===== src/design/mtrt_pkg.sv =====
// ----------------------------------------------------------------------------
// mtrt_pkg: shared types and constants of the memory type range table
// Field widths, command and status codes, memory type codes, the table entry
// layout and the precedence rule that merges two memory types.
// ----------------------------------------------------------------------------
package mtrt_pkg;

  localparam int ADDR_W = 52;
  localparam int SIZE_W = 53;
  localparam int TYPE_W = 4;
  localparam int CMD_W  = 2;
  localparam int STAT_W = 2;

  // An inclusive end address can reach past the size field, since a start
  // near the top of the address space plus a full-width size needs one more
  // bit.
  localparam int LAST_W = SIZE_W + 1;

  // Stream payload widths, rounded up to whole bytes.
  localparam int IN_DATA_W  = 112;
  localparam int OUT_DATA_W = 8;

  localparam logic [CMD_W-1:0] CMD_CLEAR  = 2'd0;
  localparam logic [CMD_W-1:0] CMD_INSERT = 2'd1;
  localparam logic [CMD_W-1:0] CMD_QUERY  = 2'd2;

  localparam logic [STAT_W-1:0] STAT_DONE = 2'd0;
  localparam logic [STAT_W-1:0] STAT_FULL = 2'd1;
  localparam logic [STAT_W-1:0] STAT_ZERO = 2'd2;

  localparam logic [TYPE_W-1:0] MT_UC = 4'd0;
  localparam logic [TYPE_W-1:0] MT_WT = 4'd4;
  localparam logic [TYPE_W-1:0] MT_WP = 4'd5;
  localparam logic [TYPE_W-1:0] MT_WB = 4'd6;

  // One table entry. The inclusive end address is kept instead of the length,
  // so the lookup walk needs compares only.
  typedef struct packed {
    logic [ADDR_W-1:0] start;
    logic [LAST_W-1:0] last;
    logic [TYPE_W-1:0] mtype;
  } entry_t;

  localparam int ENTRY_W = ADDR_W + LAST_W + TYPE_W;

  // Relation of one entry to the queried span.
  typedef struct packed {
    logic overlap;
    logic contain;
    logic past_end;
  } match_t;

  typedef struct packed {
    logic              full_map;
    logic [TYPE_W-1:0] mem_type;
    logic [STAT_W-1:0] status;
  } result_t;

  // Merge entry type a into running type b.
  function automatic logic [TYPE_W-1:0] merge_type(input logic [TYPE_W-1:0] a,
                                                   input logic [TYPE_W-1:0] b);
    logic [TYPE_W-1:0] r;
    if (a == b) begin
      r = a;
    end else if (a == MT_UC || b == MT_UC) begin
      r = MT_UC;
    end else if ((a == MT_WT && b == MT_WB) || (a == MT_WB && b == MT_WT)) begin
      r = MT_WT;
    end else if (a == MT_WP || b == MT_WP) begin
      r = MT_WP;
    end else if (a == MT_WB || b != MT_WB) begin
      r = b;
    end else begin
      r = (a < b) ? a : b;
    end
    return r;
  endfunction

endpackage


===== src/design/mtrt_table.sv =====
// ----------------------------------------------------------------------------
// mtrt_table: range table storage
// One write port and one read port with registered read data.
// ----------------------------------------------------------------------------
module mtrt_table
  import mtrt_pkg::*;
#(
  parameter int DEPTH = 32,
  localparam int IDX_W = $clog2(DEPTH)
) (
  input  logic             clk,
  input  logic             rd_en,
  input  logic [IDX_W-1:0] rd_addr,
  output entry_t           rd_data,
  input  logic             wr_en,
  input  logic [IDX_W-1:0] wr_addr,
  input  entry_t           wr_data
);

  entry_t mem [DEPTH];

  always_ff @(posedge clk) begin
    if (wr_en) begin
      mem[wr_addr] <= wr_data;
    end
  end

  always_ff @(posedge clk) begin
    if (rd_en) begin
      rd_data <= mem[rd_addr];
    end
  end

endmodule


===== src/design/mtrt_match.sv =====
// ----------------------------------------------------------------------------
// mtrt_match: span compare and type merge unit
// Relates one table entry to the queried span and merges its memory type into
// the running type. Used once per query walk step.
// ----------------------------------------------------------------------------
module mtrt_match
  import mtrt_pkg::*;
(
  input  logic [ADDR_W-1:0] span_start,
  input  logic [LAST_W-1:0] span_last,
  input  entry_t            entry,
  input  logic              seen,
  input  logic [TYPE_W-1:0] run_type,
  output match_t            rel,
  output logic [TYPE_W-1:0] new_type
);

  logic [LAST_W-1:0] sa;
  logic [LAST_W-1:0] sb;

  assign sa = {2'b00, span_start};
  assign sb = {2'b00, entry.start};

  assign rel.overlap  = (sa <= entry.last) && (sb <= span_last);
  assign rel.contain  = (sa >= sb) && (span_last <= entry.last);
  assign rel.past_end = (span_last < sb);

  assign new_type = seen ? merge_type(entry.mtype, run_type) : entry.mtype;

endmodule


===== src/design/mtrt_seq.sv =====
// ----------------------------------------------------------------------------
// mtrt_seq: command sequencer
// Takes one command at a time, walks the table for inserts (shifting entries
// up from the top) and queries (scanning from the bottom), and holds the
// result until the output stage takes it.
// ----------------------------------------------------------------------------
module mtrt_seq
  import mtrt_pkg::*;
#(
  parameter int DEPTH = 32,
  localparam int IDX_W = $clog2(DEPTH),
  localparam int CNT_W = $clog2(DEPTH + 1)
) (
  input  logic              clk,
  input  logic              rst,
  input  logic              in_valid,
  output logic              in_ready,
  input  logic [CMD_W-1:0]  in_cmd,
  input  logic [ADDR_W-1:0] in_addr,
  input  logic [SIZE_W-1:0] in_size,
  input  logic [TYPE_W-1:0] in_type,
  input  logic [TYPE_W-1:0] default_type,
  output logic              res_valid,
  input  logic              res_ready,
  output result_t           res
);

  localparam logic [2:0] S_IDLE = 3'd0;
  localparam logic [2:0] S_INS  = 3'd1;
  localparam logic [2:0] S_PUT  = 3'd2;
  localparam logic [2:0] S_QRY  = 3'd3;
  localparam logic [2:0] S_FIN  = 3'd4;

  logic [2:0]        state;
  logic [CNT_W-1:0]  count;
  logic [IDX_W-1:0]  idx;
  logic [ADDR_W-1:0] qstart;
  logic [LAST_W-1:0] qlast;
  logic [TYPE_W-1:0] ntype;
  logic              seen;
  logic              res_full;
  logic [TYPE_W-1:0] res_type;
  logic [STAT_W-1:0] res_status;

  logic              accept;
  logic              size_nz;
  logic              tbl_full;
  logic              tbl_empty;
  logic [SIZE_W:0]   span_sum;
  logic [SIZE_W:0]   span_m1;
  logic [LAST_W-1:0] span_last;

  logic              rd_en;
  logic [IDX_W-1:0]  rd_addr;
  entry_t            rd_data;
  logic              wr_en;
  logic [IDX_W-1:0]  wr_addr;
  entry_t            wr_data;
  entry_t            new_entry;

  match_t            rel;
  logic [TYPE_W-1:0] merged;
  logic              shift;
  logic              last_idx;
  logic              q_stop;

  assign in_ready  = (state == S_IDLE);
  assign accept    = in_valid && in_ready;
  assign size_nz   = (in_size != '0);
  assign tbl_full  = (count == CNT_W'(DEPTH));
  assign tbl_empty = (count == '0);

  assign span_sum  = {2'b00, in_addr} + {1'b0, in_size};
  assign span_m1   = span_sum - (SIZE_W + 1)'(1);
  assign span_last = span_m1;

  assign new_entry = '{start: qstart, last: qlast, mtype: ntype};

  // Insert walk: the entry below the candidate slot moves up while its start
  // lies above the new start.
  assign shift = (rd_data.start > qstart);

  assign last_idx = ((CNT_W'(idx) + CNT_W'(1)) == count);
  assign q_stop   = (rel.overlap && !rel.contain) || rel.past_end || last_idx;

  mtrt_match u_match (
    .span_start (qstart),
    .span_last  (qlast),
    .entry      (rd_data),
    .seen       (seen),
    .run_type   (res_type),
    .rel        (rel),
    .new_type   (merged)
  );

  mtrt_table #(.DEPTH(DEPTH)) u_table (
    .clk     (clk),
    .rd_en   (rd_en),
    .rd_addr (rd_addr),
    .rd_data (rd_data),
    .wr_en   (wr_en),
    .wr_addr (wr_addr),
    .wr_data (wr_data)
  );

  always_comb begin
    rd_en   = 1'b0;
    rd_addr = idx;
    wr_en   = 1'b0;
    wr_addr = idx;
    wr_data = new_entry;
    unique case (state)
      S_IDLE: begin
        if (accept && size_nz && !tbl_empty) begin
          if (in_cmd == CMD_INSERT && !tbl_full) begin
            rd_en   = 1'b1;
            rd_addr = count[IDX_W-1:0] - 1'b1;
          end else if (in_cmd == CMD_QUERY) begin
            rd_en   = 1'b1;
            rd_addr = '0;
          end
        end
      end
      S_INS: begin
        wr_en = 1'b1;
        if (shift) begin
          wr_data = rd_data;
          if (idx != IDX_W'(1)) begin
            rd_en   = 1'b1;
            rd_addr = idx - 1'b1 - 1'b1;
          end
        end
      end
      S_PUT: begin
        wr_en = 1'b1;
      end
      S_QRY: begin
        if (!q_stop) begin
          rd_en   = 1'b1;
          rd_addr = idx + 1'b1;
        end
      end
      S_FIN: begin
      end
      default: begin
      end
    endcase
  end

  always_ff @(posedge clk) begin
    if (rst) begin
      state <= S_IDLE;
      count <= '0;
    end else begin
      unique case (state)
        S_IDLE: begin
          if (accept) begin
            qstart     <= in_addr;
            qlast      <= span_last;
            ntype      <= in_type;
            seen       <= 1'b0;
            res_full   <= 1'b0;
            res_type   <= MT_UC;
            res_status <= STAT_DONE;
            state      <= S_FIN;
            case (in_cmd)
              CMD_CLEAR: begin
                count <= '0;
              end
              CMD_INSERT: begin
                if (!size_nz) begin
                  res_status <= STAT_ZERO;
                end else if (tbl_full) begin
                  res_status <= STAT_FULL;
                end else if (tbl_empty) begin
                  idx   <= '0;
                  state <= S_PUT;
                end else begin
                  idx   <= count[IDX_W-1:0];
                  state <= S_INS;
                end
              end
              CMD_QUERY: begin
                res_full <= 1'b1;
                res_type <= default_type;
                if (!size_nz) begin
                  res_status <= STAT_ZERO;
                end else if (!tbl_empty) begin
                  idx   <= '0;
                  state <= S_QRY;
                end
              end
              default: begin
              end
            endcase
          end
        end
        S_INS: begin
          if (shift) begin
            idx <= idx - 1'b1;
            if (idx == IDX_W'(1)) begin
              state <= S_PUT;
            end
          end else begin
            count <= count + 1'b1;
            state <= S_FIN;
          end
        end
        S_PUT: begin
          count <= count + 1'b1;
          state <= S_FIN;
        end
        S_QRY: begin
          if (rel.overlap && rel.contain) begin
            res_type <= merged;
            seen     <= 1'b1;
          end
          if (rel.overlap && !rel.contain) begin
            res_full <= 1'b0;
          end
          if (q_stop) begin
            state <= S_FIN;
          end else begin
            idx <= idx + 1'b1;
          end
        end
        S_FIN: begin
          if (res_ready) begin
            state <= S_IDLE;
          end
        end
        default: begin
          state <= S_IDLE;
        end
      endcase
    end
  end

  assign res_valid    = (state == S_FIN);
  assign res.full_map = res_full;
  assign res.mem_type = res_type;
  assign res.status   = res_status;

endmodule


===== src/design/memory_type_range_table_core.sv =====
// ----------------------------------------------------------------------------
// memory_type_range_table_core: memory type range table with lookup
// Sorted table of address ranges with memory types; clear, insert and query.
// ----------------------------------------------------------------------------
// Usage:
//   Commands enter on the s_axis channel, one item at a time; each command
//   gives exactly one result item on the m_axis channel. The default memory
//   type is written through cfg_wr_en / cfg_wr_data; the user must do this
//   only while the block is idle, which the block itself does not enforce.
//   Clear, unused and rejected commands, and queries that need no walk, go
//   straight to the sequencer's finished state and from there into the
//   output register. An insert walks down from the top of the table, moving
//   one entry up per cycle until it finds its slot. A query scans the table
//   upward one entry per cycle through the single compare and merge unit, fed
//   by the one read port of the table memory. The next item can be taken
//   in the cycle after the result moves on, so the block takes no new
//   command while one is still in work.
//   Reset empties the table (entry count zero), sets the default type to 0 and
//   drops any pending result. The table memory itself is not cleared. A result
//   waits in the output register while m_axis_tready is low, and a second
//   finished result waits inside the sequencer, which then takes no new item.
// ----------------------------------------------------------------------------
module memory_type_range_table_core
  import mtrt_pkg::*;
#(
  parameter int TABLE_DEPTH = 32
) (
  input  logic                  clk,
  input  logic                  rst,
  // Configuration: default memory type.
  input  logic                  cfg_wr_en,
  input  logic [TYPE_W-1:0]     cfg_wr_data,
  // Command items.
  input  logic                  s_axis_tvalid,
  output logic                  s_axis_tready,
  // tdata from bit 0: address[51:0], range_size[104:52], range_type[108:105],
  // zero fill [111:109].
  input  logic [IN_DATA_W-1:0]  s_axis_tdata,
  // tuser: cmd[1:0].
  input  logic [CMD_W-1:0]      s_axis_tuser,
  // Result items.
  output logic                  m_axis_tvalid,
  input  logic                  m_axis_tready,
  // tdata from bit 0: full_map[0], mem_type[4:1], status[6:5], zero fill [7].
  output logic [OUT_DATA_W-1:0] m_axis_tdata
);

  logic [TYPE_W-1:0] default_type;
  logic              res_valid;
  logic              res_ready;
  result_t           res;

  // Unpacked command fields.
  logic [ADDR_W-1:0] in_addr;
  logic [SIZE_W-1:0] in_size;
  logic [TYPE_W-1:0] in_type;

  assign in_addr = s_axis_tdata[ADDR_W-1:0];
  assign in_size = s_axis_tdata[ADDR_W+SIZE_W-1:ADDR_W];
  assign in_type = s_axis_tdata[ADDR_W+SIZE_W+TYPE_W-1:ADDR_W+SIZE_W];

  always_ff @(posedge clk) begin
    if (rst) begin
      default_type <= MT_UC;
    end else if (cfg_wr_en) begin
      default_type <= cfg_wr_data;
    end
  end

  mtrt_seq #(.DEPTH(TABLE_DEPTH)) u_seq (
    .clk          (clk),
    .rst          (rst),
    .in_valid     (s_axis_tvalid),
    .in_ready     (s_axis_tready),
    .in_cmd       (s_axis_tuser),
    .in_addr      (in_addr),
    .in_size      (in_size),
    .in_type      (in_type),
    .default_type (default_type),
    .res_valid    (res_valid),
    .res_ready    (res_ready),
    .res          (res)
  );

  // The output register is free when empty or when its item leaves now, so a
  // result that is waiting moves on in every cycle that the receiver takes one.
  assign res_ready = !m_axis_tvalid || m_axis_tready;

  always_ff @(posedge clk) begin
    if (rst) begin
      m_axis_tvalid <= 1'b0;
    end else if (res_valid && res_ready) begin
      m_axis_tvalid <= 1'b1;
    end else if (m_axis_tready) begin
      m_axis_tvalid <= 1'b0;
    end
  end

  always_ff @(posedge clk) begin
    if (res_valid && res_ready) begin
      m_axis_tdata <= {1'b0, res.status, res.mem_type, res.full_map};
    end
  end

endmodule


===== config.mk =====
export PLATFORM = sky130hd
export DESIGN_NAME = memory_type_range_table_core
export DESIGN_NICKNAME = d
export VERILOG_FILES = /design/src/design/mtrt_pkg.sv /design/src/design/mtrt_table.sv /design/src/design/mtrt_match.sv /design/src/design/mtrt_seq.sv /design/src/design/memory_type_range_table_core.sv
export SDC_FILE = /design/constraint.sdc
export NUM_CORES = 2
export LEC_CHECK = 0
export BUFFER_PORTS_ARGS = -buffer_cell sky130_fd_sc_hd__buf_2
export CAP_MARGIN = 20
export CORE_ASPECT_RATIO = 1.1
export CORE_MARGIN = 2
export CORE_UTILIZATION = 50
export CTS_BUF_LIST = sky130_fd_sc_hd__clkbuf_16
export DETAILED_ROUTE_END_ITERATION = 10
export GPL_TIMING_DRIVEN = 0
export PLACE_DENSITY_LB_ADDON = 0.15
export SLEW_MARGIN = 5
export SYNTH_ARGS = -nofsm -noshare
export SYNTH_HDL_FRONTEND = slang
export SYNTH_SLANG_ARGS = --single-unit

===== constraint.sdc =====
create_clock -name clk -period 10.7 [get_ports clk]
set_input_delay 3.21 -clock clk [delete_from_list [all_inputs] [get_ports clk]]
set_output_delay 3.21 -clock clk [all_outputs]
set_load 0.005 [all_outputs]

# Word level (Yosys, flattened, before mapping)
# Memories as Yosys holds them, arrays and structs flattened. A register that Yosys moved wholly into a read port is not among the register bits.
# Index checks and enable logic that the tools add are counted.
totals:
  reg_bits: 144
  ram_bits: 3520
  in_bits: 123
  out_inout_bits: 10
  n_memories: 1
memory_table:
  columns: ["name", "words", "width", "read_ports", "rd_ports_with_merged_regs", "write_ports", "line_no", "text"]
  rows:
  - ["u_seq.u_table.mem", 32, 110, 1, 1, 1, "mtrt_table.sv:20", "entry_t mem [DEPTH];"]
classes:
  addsub: 8
  order_cmp: 7
  n_eq_ne: 34
  n_mux: 67
  bitwise_logic: 1
  n_reduce_logical: 40
ops:
  columns: ["op", "count"]
  rows:
  - ["two-way mux 110 bit", 2]
  - ["<= comparator 52 x 54 -> 1 bit", 2]
  - ["two-way mux 5 bit", 13]
  - ["adder 52 x 53 -> 54 bit", 1]
  - ["<= comparator 54 bit", 1]
  - ["less-than comparator 54 x 52 -> 1 bit", 1]
  - ["subtractor 54 x 1 -> 54 bit (second input constant)", 1]
  - ["nonzero test 53 bit", 1]
  - ["greater-or-equal comparator 52 bit", 1]
  - ["> comparator 52 bit", 1]
  - ["two-way mux 4 bit", 10]
  - ["one-hot mux 5 bit (3 select lines)", 2]
  - ["two-way mux 3 bit", 9]
  - ["equality test 4 x 3 -> 1 bit (second input constant)", 6]
  - ["two-way mux 6 bit", 3]
  - ["!= test 3 bit (second input constant)", 6]
  - ["one-hot mux 6 bit (3 select lines)", 1]
  - ["two-way mux 1 bit", 16]
  - ["AND reduction 4 bit", 4]
  - ["one-hot mux 3 bit (5 select lines)", 1]
  - ["subtractor 5 x 1 -> 5 bit (second input constant)", 3]
  - ["!= test 7 bit (second input constant)", 2]
  - ["logical AND 1 bit", 11]
  - ["!= test 2 x 1 -> 1 bit (second input constant)", 5]
  - ["36 further kinds", 54]

# Depth between registers and ports, before layout
depth:
  ltp_word: 10
  mapped_depth: 21
  ltp_nobuf: 19

# Modules after synthesis
# Synthesis repeated with hierarchy kept, for this count alone.
unflattened:
  hier_cells: 8482
  hier_area_um2: 155155.1
modules_own_cells:
  columns: ["module", "instances", "cells_each", "area_per_inst_um2", "seq_area_each_um2"]
  rows:
  - ["mtrt_table", 1, 6406, 136850.0, 109004.5]
  - ["mtrt_seq", 1, 1377, 12719.7, 3873.7]
  - ["mtrt_match", 1, 672, 5182.5, 0.0]
  - ["memory_type_range_table_core", 1, 27, 402.9, 310.3]

# Worst setup path before layout
# Ideal clock, no wire load.
synth_timing:
  kind: "input -> register"
  start: "input port rst"
  end: "register u_seq.ntype[0], enable pin"
  setup_time_ns: 0.584
  t_arrival_ns: 8.091
  slack_ns: 2.025
  path_stages: 2
  path_buffers: 1
  path_cell_list: "clkbuf_1 > nor2_1"
synth_via:
  elab_chain_cells: 2
synth_rtl:
  columns: ["element", "line_no", "text"]
  rows:
  - ["start: declaration", "memory_type_range_table_core.sv:29", "input logic rst,"]
  - ["inverter 1 bit (no source line)", null, null]
  - ["AND reduction 3 bit (no source line)", null, null]
  - ["end signal: assignment", "mtrt_seq.sv:160", "ntype <= in_type;"]
  - ["end: declaration", "mtrt_seq.sv:39", "logic [TYPE_W-1:0] ntype;"]
# Every way passes these cells.
# A chain may end at the register's enable or synchronous reset.

# Worst setup path after layout
layout_timing:
  start: "input port s_axis_tdata[76]"
  end: "register u_seq.u_table.rd_data[109] (netlist name)"
layout_via:
  elab_chain_cells: 5
  word_cells_on_any_way: 7
  classes_between: "mux: 4; reduce/logical: 3"
layout_rtl:
  columns: ["element", "line_no", "text"]
  rows:
  - ["start: declaration", "memory_type_range_table_core.sv:38", "input logic [IN_DATA_W-1:0] s_axis_tdata,"]
  - ["nonzero test 53 bit *", "mtrt_seq.sv:69", "assign size_nz = (in_size != '0);"]
  - ["logical AND 1 bit * (2 in series)", "mtrt_seq.sv:114", "if (accept && size_nz && !tbl_empty) begin"]
  - ["two-way mux 5 bit or two-way mux 1 bit (tied branches)", "mtrt_seq.sv:114", null]
  - ["one-hot mux 5 bit (3 select lines) or one-hot mux 1 bit (3 select lines) (tied branches)", "mtrt_seq.sv:112", "unique case (state)"]
# Every way passes the cells marked *; elsewhere a longest branch is shown, timed or not.

==> impl_metrics.prom <==
# TYPE chip_impl_metric gauge
chip_impl_info{name="status",value="completed"} 1
chip_impl_metric{name="grt_pass1_vias",unit=""} 99970
chip_impl_metric{name="routed_wirelength",unit="um"} 522900
chip_impl_info{name="clk_root_buffer_cell",value="sky130_fd_sc_hd__clkbuf_16"} 1
chip_impl_metric{name="synthDominantCellAreaShare",unit=""} 0.7189
chip_impl_info{name="main_area_contributors_after_synthesis",value="sky130_fd_sc_hd__edfxtp_1 (72%), sky130_fd_sc_hd__nand2_1 (4.1%), sky130_fd_sc_hd__ha_1 (2.6%)"} 1
chip_impl_metric{name="leakage",unit="uW"} 0.06301
chip_impl_metric{name="synth_warnings",unit=""} 0
chip_impl_metric{name="syn_area",unit="mm^2"} 0.1570
chip_impl_info{name="crit_path_end_kind",value="flop"} 1
chip_impl_metric{name="worst_skew_pair.late_latency",unit="ps"} 980
chip_impl_metric{name="finalSetupViolCount",unit=""} 0
chip_impl_metric{name="place.detailed.hpwl",unit="um"} 403100
chip_impl_info{name="dr_top_layer",value="met5"} 1
chip_impl_metric{name="number_of_antenna_violations_at_the_first_check_in_global_routing",unit=""} 62
chip_impl_metric{name="maximum_fanout_along_the_worst_path",unit=""} 10
chip_impl_info{name="ys_dominant_reg_cell",value="sky130_fd_sc_hd__edfxtp_1"} 1
chip_impl_metric{name="finalHoldViolCount",unit=""} 0
chip_impl_metric{name="met3WireLength",unit="um"} 45520
chip_impl_metric{name="worst-path-buf-inv",unit=""} 9
chip_impl_info{name="min_path_type",value="reg2reg"} 1
chip_impl_metric{name="wl_met2",unit="um"} 249800
chip_impl_metric{name="synth_compound_gate_area_share",unit=""} 0.09576
chip_impl_metric{name="port_buffers",unit=""} 127
chip_impl_metric{name="route.antenna.remaining_nets",unit=""} 0
chip_impl_metric{name="floorplan.rows",unit=""} 215
chip_impl_metric{name="drt_iter0_markers",unit=""} 13300
chip_impl_metric{name="floorplan.die.height",unit="um"} 591.8
chip_impl_metric{name="post_cts_hold_buffer_count",unit=""} 0
chip_impl_metric{name="timing_max_transition_violations_final",unit=""} 0
chip_impl_metric{name="layout.nets",unit=""} 12660
chip_impl_metric{name="htree_levels",unit=""} 5
chip_impl_metric{name="vdd_drop_max",unit="mV"} 0.4481
chip_impl_info{name="commonest_cells_after_routing_fill_and_taps_aside",value="sky130_fd_sc_hd__edfxtp_1 (3760), sky130_fd_sc_hd__nand2_1 (1703), sky130_fd_sc_hd__a21oi_1 (808), sky130_fd_sc_hd__nand3_1 (704), sky130_fd_sc_hd__clkbuf_1 (635)"} 1
chip_impl_metric{name="die-area",unit="mm^2"} 0.3186
chip_impl_metric{name="globalplace.congestion",unit=""} 0.9776
chip_impl_metric{name="worst-slew-pin-transition",unit="ps"} 1351
chip_impl_metric{name="boundaryPins",unit=""} 133
chip_impl_info{name="most_common_cell_after_layout_fill_and_taps_aside",value="sky130_fd_sc_hd__edfxtp_1"} 1
chip_impl_metric{name="finalCriticalPeriod",unit="ps"} 9670
chip_impl_metric{name="post_drt_wl_per_cell",unit="um"} 31.29
chip_impl_metric{name="worst_path_largest_cell_delay",unit="ps"} 1000
chip_impl_info{name="rsz_0062_raised_after_global_routing",value="false"} 1
chip_impl_info{name="crit_slowest_cell",value="sky130_fd_sc_hd__or4_1"} 1
chip_impl_metric{name="grt_pass1_wl",unit="um"} 733500
chip_impl_metric{name="max-cap-violations",unit=""} 0
chip_impl_info{name="cp_top_family",value="buffers and inverters"} 1
chip_impl_metric{name="number_of_distinct_library_cell_variants_in_the_gate_level_netlist_after_synthesis",unit=""} 78
chip_impl_metric{name="grt_util_all_layers",unit=""} 0.3226
chip_impl_metric{name="finClkSkew",unit="ps"} 56.14
chip_impl_metric{name="synthXorXnorAreaFrac",unit=""} 0.003681
chip_impl_metric{name="synth.yosys.seq_area_share",unit=""} 0.7207
chip_impl_metric{name="synth_simple_gate_area_share",unit=""} 0.1053
chip_impl_metric{name="postSynth.asyncResetShare",unit=""} 0
chip_impl_metric{name="post-route-util",unit=""} 0.5769
chip_impl_metric{name="synth_fp_nets",unit=""} 11910
chip_impl_info{name="crit_path_cell_trace",value="buf_2 -> nor4_1 -> nand4_1 -> or4_1 -> a31oi_1 -> nor3_1 -> o22ai_1 -> a31oi_1 -> nand3_1 -> clkbuf_1 -> buf_8 -> clkbuf_2 -> clkbuf_2 -> buf_12 -> clkbuf_1 -> buf_8 -> clkbuf_1 -> nand3_1 -> a31oi_1 -> or4_1"} 1
chip_impl_metric{name="dpl-instance-area",unit="mm^2"} 0.1681
chip_impl_metric{name="cp_data_arrival_time",unit="ps"} 10460
chip_impl_metric{name="power_per_cell_area",unit="mW/mm^2"} 343.0
chip_impl_metric{name="initial_utilization",unit=""} 0.5028
chip_impl_metric{name="flow.area_growth_from_synthesis",unit="%"} 14.73
chip_impl_metric{name="vias",unit=""} 103900
chip_impl_metric{name="tritonroute_pass_1_iters",unit=""} 6
chip_impl_metric{name="vias_per_cell",unit=""} 6.215
chip_impl_metric{name="cts_buffers",unit=""} 381
chip_impl_info{name="criticalPathCategory",value="in2reg"} 1
chip_impl_info{name="cp-start-kind",value="input pin"} 1
chip_impl_info{name="combinational_family_with_the_most_area_after_synthesis",value="simple AND/OR/NAND/NOR gates"} 1
chip_impl_metric{name="syn_area_per_cell",unit="um^2"} 13.71
chip_impl_metric{name="synth.mux.area_fraction",unit=""} 0.01907
chip_impl_metric{name="core_region_area",unit="mm^2"} 0.3123
chip_impl_metric{name="drcViolationCount",unit=""} 0
chip_impl_metric{name="grt_max_degree",unit=""} 62
chip_impl_info{name="synth_area_leader_cell",value="sky130_fd_sc_hd__edfxtp_1"} 1
chip_impl_metric{name="finalInstanceArea",unit="mm^2"} 0.1802
chip_impl_metric{name="worst-endpoint-required",unit="ps"} 11490
chip_impl_metric{name="post_synth_inst_count",unit=""} 11460
chip_impl_metric{name="fraction_of_the_mapped_netlist_area_in_adder_cells",unit=""} 0.02634
chip_impl_metric{name="route.layer.met1.wl",unit="um"} 199600
chip_impl_metric{name="global_route.overflow_total",unit=""} 0
chip_impl_metric{name="synth_edf_count",unit=""} 3760
chip_impl_metric{name="postSynthRegisterBits",unit=""} 3774
chip_impl_metric{name="post_cts_resize_count",unit=""} 0
chip_impl_metric{name="drive_gt1_frac",unit=""} 0.09052
chip_impl_metric{name="die_width",unit="um"} 538.4
chip_impl_metric{name="clkSinkCount",unit=""} 3774
chip_impl_info{name="tritoncts",value="yes"} 1
chip_impl_metric{name="maxSlewHeadroom",unit=""} 0.09962
chip_impl_metric{name="clock_path_buffers",unit=""} 4
chip_impl_metric{name="cts.reportedPaths.clkPinSlew",unit="ps"} 60
chip_impl_metric{name="cts_setup_buffers",unit=""} 0
chip_impl_metric{name="max_clk_rate",unit="MHz"} 103.4
chip_impl_metric{name="finalCritPeriodShare",unit=""} 0.9038
[stage by stage]
stage / hold slack, ps / std cells / setup TNS (ps) / worst slack [ps] / total power, uW
6_report: 421.9 / 16710 / 0 / 1030 / 61800
5_1_grt: 426.8 / 16650 / 0 / 993.4 / 63980
4_1_cts: 419.5 / 16640 / 0 / 789.3 / 61470
3_5_place_dp: 406.2 / 15950 / -2753 / -185.6 / 48680
3_3_place_gp: 407.1 / 15710 / -1934950 / -3647 / 47450
2_1_floorplan: 400.3 / 11460 / 0 / 2025 / 34710
[cells by family (layout without fill, tap and decap cells)]
family          Yosys count  after routing
flops                  3774           3774
fa+ha+maj               330            330
simple gates           3486           3486
compound gates         2314           2314
buf+inv                1194           2254
other cells               1             74
xor+xnor                 66             66
mux                     292            292
[routing by layer]
layer / global-route usage / vias to the layer above
met5: 0 / -
met4: 0.1699 / 18
met3: 0.06573 / 861
met2: 0.5233 / 4960
met1: 0.4113 / 52510
li1: - / 45530
[cell usage after synthesis, types with 13 or more instances]
library cell	count
sky130_fd_sc_hd__clkbuf_1	686
sky130_fd_sc_hd__nand2_1	1704
sky130_fd_sc_hd__o221ai_1	113
sky130_fd_sc_hd__o211a_1	110
sky130_fd_sc_hd__dfxtp_1	14
sky130_fd_sc_hd__and3_1	448
sky130_fd_sc_hd__o21ai_0	109
sky130_fd_sc_hd__buf_1	45
sky130_fd_sc_hd__nor4_1	23
sky130_fd_sc_hd__a21oi_1	808
sky130_fd_sc_hd__or4_1	113
sky130_fd_sc_hd__mux2_2	58
sky130_fd_sc_hd__nor2b_1	17
sky130_fd_sc_hd__buf_2	43
sky130_fd_sc_hd__nor3_1	26
sky130_fd_sc_hd__ha_1	329
sky130_fd_sc_hd__a21o_1	155
sky130_fd_sc_hd__inv_1	412
sky130_fd_sc_hd__o21a_1	13
sky130_fd_sc_hd__o22ai_1	116
sky130_fd_sc_hd__a31oi_1	556
sky130_fd_sc_hd__or3_1	226
sky130_fd_sc_hd__nand2b_1	23
sky130_fd_sc_hd__xor2_1	19
sky130_fd_sc_hd__xnor2_1	47
sky130_fd_sc_hd__mux2i_1	234
sky130_fd_sc_hd__nand3_1	704
sky130_fd_sc_hd__a311oi_1	224
sky130_fd_sc_hd__nand4_1	49
sky130_fd_sc_hd__edfxtp_1	3760
sky130_fd_sc_hd__nor2_1	117
[where the power goes]
part	leakage, uW	switching, uW	total [uW]	internal, uW
Sequential	0.0340	547	19900	19300
Combinational	0.0228	21300	29100	7810
Clock	0.00619	5690	12800	7140
[layout make-up]
type                            count  area, um^2
Multi-Input combinational cell   6489       39780
Clock buffer                      388        9709
Timing Repair Buffer              370        5296
Tap cell                         4123        5159
Buffer                            780        3126
Sequential cell                  3774      113200
Inverter                          414        1554
Clock inverter                    302        2187
Antenna cell                       73       182.7
Fill cell                       24710      132100
[registers in the layout, summed over array words and instances, names as in the netlist]
name	cells
m_axis_tdata	7
u_seq.count	6
u_seq.res_status	2
u_seq.res_type	4
u_seq.ntype	4
u_seq.qlast	54
m_axis_tvalid	1
u_seq.res_full	1
u_seq.u_table.rd_data	110
u_seq.idx	5
u_seq.qstart	52
u_seq.u_table.mem	3520
u_seq.seen	1
u_seq.state	3
default_type	4
[path summary, 6_finish.rpt]
kind                                 from                                    to  slack (ps)  cells past startpoint
max                      s_axis_tdata[76]  u_seq.u_table.rd_data[109]$_DFFE_PP_        1030                     20
min          u_seq.res_full$_SDFFCE_PP0P_             m_axis_tdata[0]$_DFFE_PP_         420                      0
max reg2reg     u_seq.qlast[53]$_DFFE_PP_  u_seq.u_table.rd_data[107]$_DFFE_PP_        1850                     18
min reg2reg  u_seq.res_full$_SDFFCE_PP0P_             m_axis_tdata[0]$_DFFE_PP_         420                      0
No activity file was read; power rests on OpenSTA's default activity.
